--- config.mk ---
export PLATFORM = sky130hd
export DESIGN_NAME = hsv_to_rgb_convert_unit
export DESIGN_NICKNAME = d
export VERILOG_FILES = /design/src/rtl/hsvrgb_pkg.sv /design/src/rtl/hsvrgb_ctrl.sv /design/src/rtl/hsvrgb_hue.sv /design/src/rtl/hsvrgb_chan.sv /design/src/rtl/hsv_to_rgb_convert_unit.sv
export VERILOG_INCLUDE_DIRS = /design/src /design/src/rtl
export SDC_FILE = /design/constraint.sdc
export NUM_CORES = 2
export LEC_CHECK = 0
export BUFFER_PORTS_ARGS = -buffer_cell sky130_fd_sc_hd__buf_4
export CAP_MARGIN = 15
export CORE_ASPECT_RATIO = 1.25
export CORE_MARGIN = 10
export CORE_UTILIZATION = 60
export DETAILED_ROUTE_END_ITERATION = 16
export GPL_TIMING_DRIVEN = 0
export PLACE_DENSITY = 0.74
export SLEW_MARGIN = 30
export SYNTH_ARGS = -nofsm -noshare
export SYNTH_HDL_FRONTEND = slang
export SYNTH_SLANG_ARGS = --single-unit
--- constraint.sdc ---
create_clock -name clk -period 11.85 [get_ports clk]
set_clock_uncertainty 0.1 [all_clocks]
set_input_delay 1.185 -clock clk [delete_from_list [all_inputs] [get_ports clk]]
set_output_delay 1.185 -clock clk [all_outputs]
set_load 0.02 [all_outputs]
--- src/rtl/hsv_to_rgb_convert_unit_assert.svh ---
// ----------------------------------------------------------------------------
// hsv to rgb assertion macros
// shared concurrent assertion forms for the colour converter
// ----------------------------------------------------------------------------
`ifndef HSV_TO_RGB_CONVERT_UNIT_ASSERT_SVH
`define HSV_TO_RGB_CONVERT_UNIT_ASSERT_SVH

// same-cycle implication, checked out of reset
`define HSVRGB_ASSERT_IMP(lbl, clk, rstn, ante, cons, msg) \
  lbl: assert property (@(posedge clk) disable iff (!rstn) (ante) |-> (cons)) else $error(msg);

// next-cycle implication, checked out of reset
`define HSVRGB_ASSERT_NXT(lbl, clk, rstn, ante, cons, msg) \
  lbl: assert property (@(posedge clk) disable iff (!rstn) (ante) |=> (cons)) else $error(msg);

`endif

--- src/rtl/hsvrgb_pkg.sv ---
`timescale 1ns / 1ps
`default_nettype none
// ----------------------------------------------------------------------------
// hsvrgb_pkg
// shared constants and types of the hsv to rgb converter
// ----------------------------------------------------------------------------
package hsvrgb_pkg;

  // number of register stages from input to output register
  localparam int unsigned NSTG = 7;

  // q3.13 angle constants
  localparam logic [15:0] TWO_PI_Q13 = 16'd51472;
  localparam logic [15:0] SECT1_Q13  = 16'd8579;
  localparam logic [15:0] SECT2_Q13  = 16'd17157;
  localparam logic [15:0] SECT3_Q13  = 16'd25736;
  localparam logic [15:0] SECT4_Q13  = 16'd34315;
  localparam logic [15:0] SECT5_Q13  = 16'd42893;

  // sector width divisor and its reciprocal (floor of 2^36 / width)
  localparam longint unsigned SECT_W   = 8579;
  localparam int unsigned     RECIP_SH = 36;
  localparam logic [22:0]     RECIP_K  = 23'((64'd1 << RECIP_SH) / SECT_W);
  localparam logic [13:0]     SECT_W14 = 14'(SECT_W);

  // component order per sector: red, green, blue from c, x and zero
  typedef enum logic [2:0] {
    SEC_CXZ = 3'd0,
    SEC_XCZ = 3'd1,
    SEC_ZCX = 3'd2,
    SEC_ZXC = 3'd3,
    SEC_XZC = 3'd4,
    SEC_CZX = 3'd5
  } sector_t;

  // per-stage load enables and valid bits
  typedef struct packed {
    logic [NSTG-1:0] en;
    logic [NSTG-1:0] vld;
  } pipe_ctl_t;

endpackage
`default_nettype wire

--- src/rtl/hsvrgb_ctrl.sv ---
`timescale 1ns / 1ps
`default_nettype none
// ----------------------------------------------------------------------------
// hsvrgb_ctrl
// valid bits and bubble-collapsing stage enables of the pipeline
// ----------------------------------------------------------------------------
`include "hsv_to_rgb_convert_unit_assert.svh"

module hsvrgb_ctrl
  import hsvrgb_pkg::*;
(
  input  wire logic      clk,
  input  wire logic      rst_n,
  input  wire logic      in_tvalid,
  output logic           in_tready,
  output logic           out_tvalid,
  input  wire logic      out_tready,
  output pipe_ctl_t      ctl
);

  logic [NSTG-1:0] vld_r;
  logic [NSTG-1:0] vld_nxt;
  logic [NSTG-1:0] en;
  logic            in_acc;
  logic            out_acc;

  // a stage loads when it is empty or its successor loads
  always_comb begin
    en[NSTG-1] = !vld_r[NSTG-1] || out_tready;
    for (int k = NSTG - 2; k >= 0; k--) begin
      en[k] = !vld_r[k] || en[k+1];
    end
  end

  always_comb begin
    vld_nxt[0] = en[0] ? in_tvalid : vld_r[0];
    for (int k = 1; k < NSTG; k++) begin
      vld_nxt[k] = en[k] ? vld_r[k-1] : vld_r[k];
    end
  end

  always_ff @(posedge clk) begin
    if (!rst_n) begin
      vld_r <= '0;
    end else begin
      vld_r <= vld_nxt;
    end
  end

  assign in_tready  = en[0];
  assign out_tvalid = vld_r[NSTG-1];
  assign ctl.en     = en;
  assign ctl.vld    = vld_r;

  assign in_acc  = in_tvalid && en[0];
  assign out_acc = vld_r[NSTG-1] && out_tready;

  `HSVRGB_ASSERT_IMP(a_full_when_blocked, clk, rst_n, !en[0], &vld_r, "input blocked with a bubble in the pipe")
  `HSVRGB_ASSERT_NXT(a_count_up, clk, rst_n, in_acc && !out_acc, $countones(vld_r) == $past($countones(vld_r)) + 1, "request count did not rise")
  `HSVRGB_ASSERT_NXT(a_count_down, clk, rst_n, !in_acc && out_acc, $countones(vld_r) + 1 == $past($countones(vld_r)), "request count did not fall")

endmodule
`default_nettype wire

--- src/rtl/hsvrgb_hue.sv ---
`timescale 1ns / 1ps
`default_nettype none
// ----------------------------------------------------------------------------
// hsvrgb_hue
// hue reduction, sector choice and the triangle weight, stages 0 to 3
// ----------------------------------------------------------------------------
module hsvrgb_hue
  import hsvrgb_pkg::*;
(
  input  wire logic        clk,
  input  wire pipe_ctl_t   ctl,
  input  wire logic [15:0] hue,
  output logic [16:0]      w,
  output sector_t          sector
);

  logic [15:0] hp0_r, hp0_nxt;
  logic [15:0] hp1_r;
  logic [18:0] q1_r, q1_nxt;
  sector_t     sec1_r, sec1_nxt;
  logic [16:0] rm2_r, rm2_nxt;
  sector_t     sec2_r;
  logic [16:0] w3_r, w3_nxt;
  sector_t     sec3_r;

  logic [38:0] recip_prod;
  logic [31:0] back_prod;
  logic [31:0] rem;
  logic [18:0] ratio;

  // stage 0: one subtraction brings the angle below two pi
  assign hp0_nxt = (hue >= TWO_PI_Q13) ? hue - TWO_PI_Q13 : hue;

  // stage 1: quotient estimate, never above the true floor and at most one below
  assign recip_prod = 39'(hp0_r) * 39'(RECIP_K);
  assign q1_nxt     = recip_prod[38:20];

  always_comb begin
    if (hp0_r <= SECT1_Q13) begin
      sec1_nxt = SEC_CXZ;
    end else if (hp0_r <= SECT2_Q13) begin
      sec1_nxt = SEC_XCZ;
    end else if (hp0_r <= SECT3_Q13) begin
      sec1_nxt = SEC_ZCX;
    end else if (hp0_r <= SECT4_Q13) begin
      sec1_nxt = SEC_ZXC;
    end else if (hp0_r <= SECT5_Q13) begin
      sec1_nxt = SEC_XZC;
    end else begin
      sec1_nxt = SEC_CZX;
    end
  end

  // stage 2: remainder check fixes the quotient, only mod 2.0 is kept
  assign back_prod = 32'(q1_r) * 32'(SECT_W14);
  assign rem       = {hp1_r, 16'd0} - back_prod;
  assign ratio     = (rem >= 32'(SECT_W14)) ? q1_r + 19'd1 : q1_r;
  assign rm2_nxt   = ratio[16:0];

  // stage 3: w = 1 - |rm - 1|
  assign w3_nxt = rm2_r[16] ? 17'h10000 - {1'b0, rm2_r[15:0]} : rm2_r;

  always_ff @(posedge clk) begin
    if (ctl.en[0]) begin
      hp0_r <= hp0_nxt;
    end
    if (ctl.en[1]) begin
      hp1_r  <= hp0_r;
      q1_r   <= q1_nxt;
      sec1_r <= sec1_nxt;
    end
    if (ctl.en[2]) begin
      rm2_r  <= rm2_nxt;
      sec2_r <= sec1_r;
    end
    if (ctl.en[3]) begin
      w3_r   <= w3_nxt;
      sec3_r <= sec2_r;
    end
  end

  assign w      = w3_r;
  assign sector = sec3_r;

endmodule
`default_nettype wire

--- src/rtl/hsvrgb_chan.sv ---
`timescale 1ns / 1ps
`default_nettype none
// ----------------------------------------------------------------------------
// hsvrgb_chan
// chroma, offset, intermediate component and channel scaling, stages 0 to 6
// ----------------------------------------------------------------------------
module hsvrgb_chan
  import hsvrgb_pkg::*;
(
  input  wire logic        clk,
  input  wire pipe_ctl_t   ctl,
  input  wire logic [8:0]  saturation,
  input  wire logic [8:0]  brightness,
  input  wire logic [16:0] w,
  input  wire sector_t     sector,
  output logic [7:0]       red,
  output logic [7:0]       green,
  output logic [7:0]       blue
);

  logic [17:0]        c0_r, c1_r, c2_r, c3_r, c4_r;
  logic [8:0]         val0_r;
  logic signed [18:0] m1_r, m2_r, m3_r, m4_r;
  logic signed [18:0] m1_nxt;
  logic [17:0]        x4_r, x4_nxt;
  logic [34:0]        x_prod;
  sector_t            sec4_r;
  logic [17:0]        cr, cg, cb;
  logic signed [19:0] sr5_r, sg5_r, sb5_r;
  logic signed [19:0] m_ext;
  logic [7:0]         r6_r, g6_r, b6_r;

  // sums of 2.0 and above always clamp, so only the low 17 bits are scaled
  function automatic logic [7:0] to_chan(input logic signed [19:0] s);
    logic [24:0] t;
    logic [8:0]  q;
    t = {s[16:0], 8'd0} - {8'd0, s[16:0]};
    q = t[24:16];
    if (s[19] || s == 20'sd0) begin
      return 8'd0;
    end
    return (q[8] || s[18] || s[17]) ? 8'hFF : q[7:0];
  endfunction

  // stage 1: offset m = value - chroma, may go negative
  assign m1_nxt = $signed({2'b00, val0_r, 8'd0}) - $signed({1'b0, c0_r});

  // stage 4: x = c * w in q.16
  assign x_prod = 35'(c3_r) * 35'(w);
  assign x4_nxt = x_prod[33:16];

  // stage 5: component order by sector
  always_comb begin
    unique case (sec4_r)
      SEC_CXZ: begin cr = c4_r;  cg = x4_r;  cb = 18'd0; end
      SEC_XCZ: begin cr = x4_r;  cg = c4_r;  cb = 18'd0; end
      SEC_ZCX: begin cr = 18'd0; cg = c4_r;  cb = x4_r;  end
      SEC_ZXC: begin cr = 18'd0; cg = x4_r;  cb = c4_r;  end
      SEC_XZC: begin cr = x4_r;  cg = 18'd0; cb = c4_r;  end
      default: begin cr = c4_r;  cg = 18'd0; cb = x4_r;  end
    endcase
  end

  assign m_ext = {m4_r[18], m4_r};

  always_ff @(posedge clk) begin
    if (ctl.en[0]) begin
      c0_r   <= 18'(saturation) * 18'(brightness);
      val0_r <= brightness;
    end
    if (ctl.en[1]) begin
      c1_r <= c0_r;
      m1_r <= m1_nxt;
    end
    if (ctl.en[2]) begin
      c2_r <= c1_r;
      m2_r <= m1_r;
    end
    if (ctl.en[3]) begin
      c3_r <= c2_r;
      m3_r <= m2_r;
    end
    if (ctl.en[4]) begin
      x4_r   <= x4_nxt;
      c4_r   <= c3_r;
      m4_r   <= m3_r;
      sec4_r <= sector;
    end
    if (ctl.en[5]) begin
      sr5_r <= $signed({2'b00, cr}) + m_ext;
      sg5_r <= $signed({2'b00, cg}) + m_ext;
      sb5_r <= $signed({2'b00, cb}) + m_ext;
    end
    if (ctl.en[6]) begin
      r6_r <= to_chan(sr5_r);
      g6_r <= to_chan(sg5_r);
      b6_r <= to_chan(sb5_r);
    end
  end

  assign red   = r6_r;
  assign green = g6_r;
  assign blue  = b6_r;

endmodule
`default_nettype wire

--- src/rtl/hsv_to_rgb_convert_unit.sv ---
// throughput: one request per cycle while out_tready does not stall the pipe, set by
//   the seven-stage pipeline with at most one multiplier per stage (chroma, reciprocal,
//   remainder check, chroma times weight)
// stalls collapse bubbles stage by stage, so input keeps flowing while gaps remain
// reset (rst_n low, synchronous) clears only the valid bits; the pipe is then empty
`timescale 1ns / 1ps
`default_nettype none
// ----------------------------------------------------------------------------
// hsv_to_rgb_convert_unit
// streaming hsv to rgb colour converter, one pixel per clock while the output is not stalled
// ----------------------------------------------------------------------------
module hsv_to_rgb_convert_unit
  import hsvrgb_pkg::*;
(
  input  wire logic        clk,
  input  wire logic        rst_n,
  // input request channel
  input  wire logic        in_tvalid,
  output logic             in_tready,
  input  wire logic [39:0] in_tdata,   // hue[15:0], saturation[24:16], brightness[33:25]
  // result channel
  output logic             out_tvalid,
  input  wire logic        out_tready,
  output logic [23:0]      out_tdata   // red[7:0], green[15:8], blue[23:16]
);

  pipe_ctl_t   ctl;
  logic [16:0] w;
  sector_t     sector;
  logic [7:0]  red, green, blue;

  // valid bits and enables; a stage loads when empty or when its successor moves
  hsvrgb_ctrl u_ctrl (
    .clk        (clk),
    .rst_n      (rst_n),
    .in_tvalid  (in_tvalid),
    .in_tready  (in_tready),
    .out_tvalid (out_tvalid),
    .out_tready (out_tready),
    .ctl        (ctl)
  );

  // hue path: reduce modulo two pi, divide by the sector width, triangle weight
  hsvrgb_hue u_hue (
    .clk    (clk),
    .ctl    (ctl),
    .hue    (in_tdata[15:0]),
    .w      (w),
    .sector (sector)
  );

  // colour path: chroma, offset, x, per-channel sum and scaling by 255
  hsvrgb_chan u_chan (
    .clk        (clk),
    .ctl        (ctl),
    .saturation (in_tdata[24:16]),
    .brightness (in_tdata[33:25]),
    .w          (w),
    .sector     (sector),
    .red        (red),
    .green      (green),
    .blue       (blue)
  );

  assign out_tdata = {blue, green, red};

endmodule
`default_nettype wire
# == After elaboration in Yosys (flattened, before gate mapping) ==
# Index checks and enable logic that the tools add are counted.
# word_totals
register_bits,381
output_inout_bits,26
wordCells,122
# op_classes
addsub,11
mul,4
magnitude_cmp,7
eq_ne,4
muxes,25
n_reduce_logical,35
# op_table
operator,count
$pmux W18 S2,3
$sub A25 B17 Y25,3
$mux W8,9
$add A19 B19 Y20,3
$logic_not A20 Y1,3
$mul A16 B21 Y37 const B,1
$mul A18 B17 Y34,1
$ge A32 B14 Y1 const B,1
$le A16 B15 Y1 const B,2
$le A16 B16 Y1 const B,2
$mul A19 B14 Y32 const B,1
$mux W16,2
$sub A32 B32 Y32,1
$sub A17 B18 Y19,1
$mul A9 B9 Y18,1
$add A17 B1 Y17 const B,1
$mux W17,1
$sub A17 B16 Y17 const A,1
$ge A16 B16 Y1 const B,1
$le A16 B14 Y1 const B,1
$logic_or A1 B1 Y1,16
$sub A16 B16 Y16 const B,1
$reduce_or A2 Y1,7
$mux W1,8
7 further kinds,15

# == Longest topological paths before layout ==
# depth
depth_word,8
ltp_mapped,26
mapped_depth_nobuf,25

# == Hierarchy ==
# From an unflattened synthesis, not the netlist that was laid out.
# unflattened
cells_unflattened,3876
area_unflattened_um2,40054.7
# by_module_without_submodules
module,n_inst,cells_per_inst,area_each_um2
hsvrgb_chan,1,2374,25122.8
hsvrgb_hue,1,1469,14627.8
hsvrgb_ctrl,1,33,304.0

# == Worst setup path after synthesis ==
# OpenSTA, ideal clock, no wires.
# synth_timing
path_type,register to register
startpoint,reg u_chan.c3_r[7]
endpoint,reg u_chan.x4_r[14] (data pin)
setup_time_ps,258
t_arrival_ps,6435
t_required_ps,11492
setup_slack_ps,5057
path_stages_with_launch,25
n_path_buf,1
cell_sequence,edfxtp_1 clkbuf_1 and2_1 fa_1 inv_1 fa_1 fa_1 inv_1 fa_1 fa_1 inv_1 fa_1 inv_1 ha_1 a211o_1 nor3_1 o221a_2 o21ai_1 a221oi_2 a21oi_1 a41o_1 a21oi_1 a21oi_1 a21oi_1 xnor2_1
# synth_via
elab_chain_len,1
# synth_lines
element,line_no,text
"start, declared",hsvrgb_chan.sv:21,"logic [17:0] c0_r, c1_r, c2_r, c3_r, c4_r;"
"start signal, assigned",hsvrgb_chan.sv:80,c3_r <= c2_r;
$mul A18 B17 Y34,hsvrgb_chan.sv:49,assign x_prod = 35'(c3_r) * 35'(w);
named net u_chan.x_prod[30],hsvrgb_chan.sv:26,logic [34:0] x_prod;
"end signal, assigned",hsvrgb_chan.sv:84,x4_r <= x4_nxt;
"end, declared",hsvrgb_chan.sv:25,"logic [17:0] x4_r, x4_nxt;"
# The timed path passes the listed nets, and every way through them passes these cells.
# A chain may end at the register's enable or synchronous reset.

# == Final worst setup path ==
# layout_timing
startpoint,reg u_chan.c3_r[11]
endpoint,reg u_chan.x4_r[14] (data pin)
# The elaborated chain is that of the path after synthesis.

==> impl_metrics.csv <==
group,metric,value,unit
global_route,grt.overflow.total,0,
global_route,use_met2,39.6,%
sta,clock.fmax,123,MHz
setup_path,crit_arrival,8310,ps
cells_and_area,n_antenna_cell,0,
setup_path,critPathRequiredTime,12040,ps
detailed_routing,wl_per_cell,17.6,um
clock_network,cts_root_buf,"clkbuf_16",
detailed_routing,drt-total-wl,83400,um
die,dieArea,76100,um2
setup_path,end_kind,"flip-flop",
clock_network,cts_buffers,39,
die,initial_core_util,60.7,%
clock_network,insertion_delay,560,ps
sta,slew_headroom,36.9,%
synthesis,syn-num-nets,4793,
setup_path,cp-start-kind,"flip-flop",
synthesis,synth_flop_cell,"edfxtp_1",
global_route,met3_usage,2.75,%
sta,fin_crit_sh,68.5,%
cells_and_area,layout_common_cells,"792 x inv_1, 520 x ha_1, 458 x fa_1",
status,status,"completed",
synthesis,muxShareOfSynthArea,0.185,%
setup_path,reg2reg_from,"u_chan.c3_r[11]",
detailed_routing,ant_nets,0,
die,io_pins,70,
detailed_routing,vias_per_cell,5.50,
sta,fin_setup_tns,0,ps
synthesis,yosys_warnings,0,
synthesis,syn_area,39300,um2
sta,fin_crit,8120,ps
setup_path,worstSetupPathType,"reg2reg",
sta,rsz0062_at_grt,"no",
cells_and_area,instances_no_fill,4749,
synthesis,synth-simple-area-share,10.4,%
synthesis,synth_top_family_by_area,"adder cells",
die,die_w,249,um
detailed_routing,dr.pass1.iters,5,
synthesis,synth-xor-area-share,4.33,%
setup_path,crit_fanout,10,
run,maxCapViolCount,0,
detailed_routing,num_vias,26100,
synthesis,synth-async-reset-ratio,0,%
placed_design,io_buffers,57,
global_route,grtUsageMet1,26.8,%
synthesis,postSynthCellCount,3771,
synthesis,synth-seq-cells,377,
synthesis,synth-compound-area-share,8.08,%
clock_network,cts-resized-gates,0,
sta,finalHoldViolCount,0,
die,coreArea,64700,um2
global_route,grt_pass1_vias,27800,
placed_design,gp_routability_congestion,0.947,
global_route,grt_usage,22.2,%
die,die_h,306,um
global_route,busiest_layer,"met2",
min_path,hold_start,"u_chan.m3_r[5]",
synthesis,synth_enable_flop_cells,370,
detailed_routing,dr.first_iter.drc_count,1389,
die,rows,104,
global_route,antenna_found_initial,0,
cells_and_area,final_cell_area,42100,um2
synthesis,synth-seq-area-share,28.7,%
cells_and_area,fillerInstances,5056,
cells_and_area,post-route-util,65.2,%
clock_network,ctsHoldBuffers,0,
clock_network,cts_setup_buffers,0,
clock_network,cts_htree_levels,2,
cells_and_area,nets,4897,
placed_design,place_inst,4682,
cells_and_area,drive_above_1_share,4.33,%
clock_network,cts_tree,"yes",
placed_design,placed_area,40900,um2
clock_network,cts.sinks,377,
sta,tightest_slew,947,ps
setup_path,startpoint,"u_chan.c3_r[11]",
synthesis,yosysUniqueCellTypes,78,
cells_and_area,syn2layout_area_growth,7.37,%
synthesis,synth-adder-area-share,39.9,%
clock_network,cts.clk_slew.worst_paths,60,ps
cells_and_area,mostFrequentLayoutCell,"inv_1",
min_path,hold_path_class,"reg2reg",
placed_design,place_hpwl,68100,um
synthesis,avgSynthCellArea,10.4,um2
sta,slew_violations,0,
global_route,grt_max_degree,54,
sta,setup_viol,0,
clock_network,clock_path_buffers,3,
global_route,grt_pass1_wl,139000,um
detailed_routing,drcViolationCount,0,
## flip-flops by register name, indices dropped and copies added, names as in the netlist, 19 cells and up
register,cells
u_chan.m1_r,19
u_chan.m3_r,19
u_hue.q1_r,19
u_chan.m4_r,19
u_chan.m2_r,19
u_chan.sr5_r,20
u_chan.sb5_r,20
u_chan.sg5_r,20
## layer usage
metal / wire (um) / vias to the layer above / part of all wire, %
li1: - / 12400 / -
met1: 33600 / 12800 / 40
met2: 42300 / 705 / 51
met3: 4000 / 204 / 4.8
met4: 3490 / 0 / 4.2
met5: 0 / - / 0
## per-stage QoR
step,setup WS (ps),hold slack (ps)
floorplan,5060,300
global placement,3850,301
detailed placement,3760,305
CTS,3770,298
global route,3440,310
finish,3730,298
## critical path, cell delays in order, from the launching register on
cell,delay (ps)
edfxtp_1,660
clkbuf_1,690
nand2_1,150
fa_1,530
fa_1,450
fa_1,530
inv_1,50
fa_1,480
fa_1,550
inv_1,50
fa_1,530
inv_1,40
ha_1,300
a211o_1,320
nor3_1,160
o221a_2,250
o21ai_1,250
a221oi_2,530
a21oi_1,250
a41o_1,310
a21oi_1,260
a21oi_1,140
a21oi_1,190
xnor2_1,90
## synthesized netlist by cell type (all sizes together), types with 8 or more instances
master	instances	share of area, %
a211oi	8	0.17
a21boi	9	0.17
a21o	44	0.84
a21oi	183	2.3
a22o	19	0.42
a31oi	16	0.31
and2	170	2.7
and3	16	0.25
clkbuf	72	0.69
edfxtp	370	28
fa	458	23
ha	520	17
inv	795	7.6
nand2	386	3.7
nand2b	18	0.29
nand3	24	0.34
nand4	20	0.36
nor2	117	1.1
nor2b	17	0.27
nor3	27	0.37
nor4	15	0.25
o211ai	9	0.17
o21a	21	0.40
o21ai	88	1.1
o21bai	23	0.44
o31ai	16	0.32
or2	11	0.18
or3	9	0.14
or4	9	0.18
xnor2	156	3.5
xor2	38	0.85
## layout make-up
class | instances | area (um2) | area share, %
multi-input combinational | 2522 | 24700 | 58.7
inverter | 795 | 2990 | 7.10
clock inverter | 22 | 213 | 0.505
buffer | 77 | 305 | 0.724
clock buffer | 45 | 1010 | 2.39
timing repair buffer | 63 | 586 | 1.39
sequential | 377 | 11300 | 26.7
tap | 848 | 1060 | 2.52
## cells by family after synthesis
family	after synthesis
adders and majority gates	978
buffers and inverters	872
and+or+nand+nor	851
AOI/OAI and AO/OA	492
DFF	377
xor gates and xnor gates	194
muxes	7
## final timing paths
kind | endpoint | slack [ps] | cells after the start
worst min-delay path | u_chan.m4_r[5] | 300 | 0
worst min register to register | u_chan.m4_r[5] | 300 | 0
worst max-delay path | u_chan.x4_r[14] | 3730 | 23
worst max register to register | u_chan.x4_r[14] | 3730 | 23
Power is not shown: default switching activity piles up to over one toggle a cycle in this logic, so the estimate is an artifact.
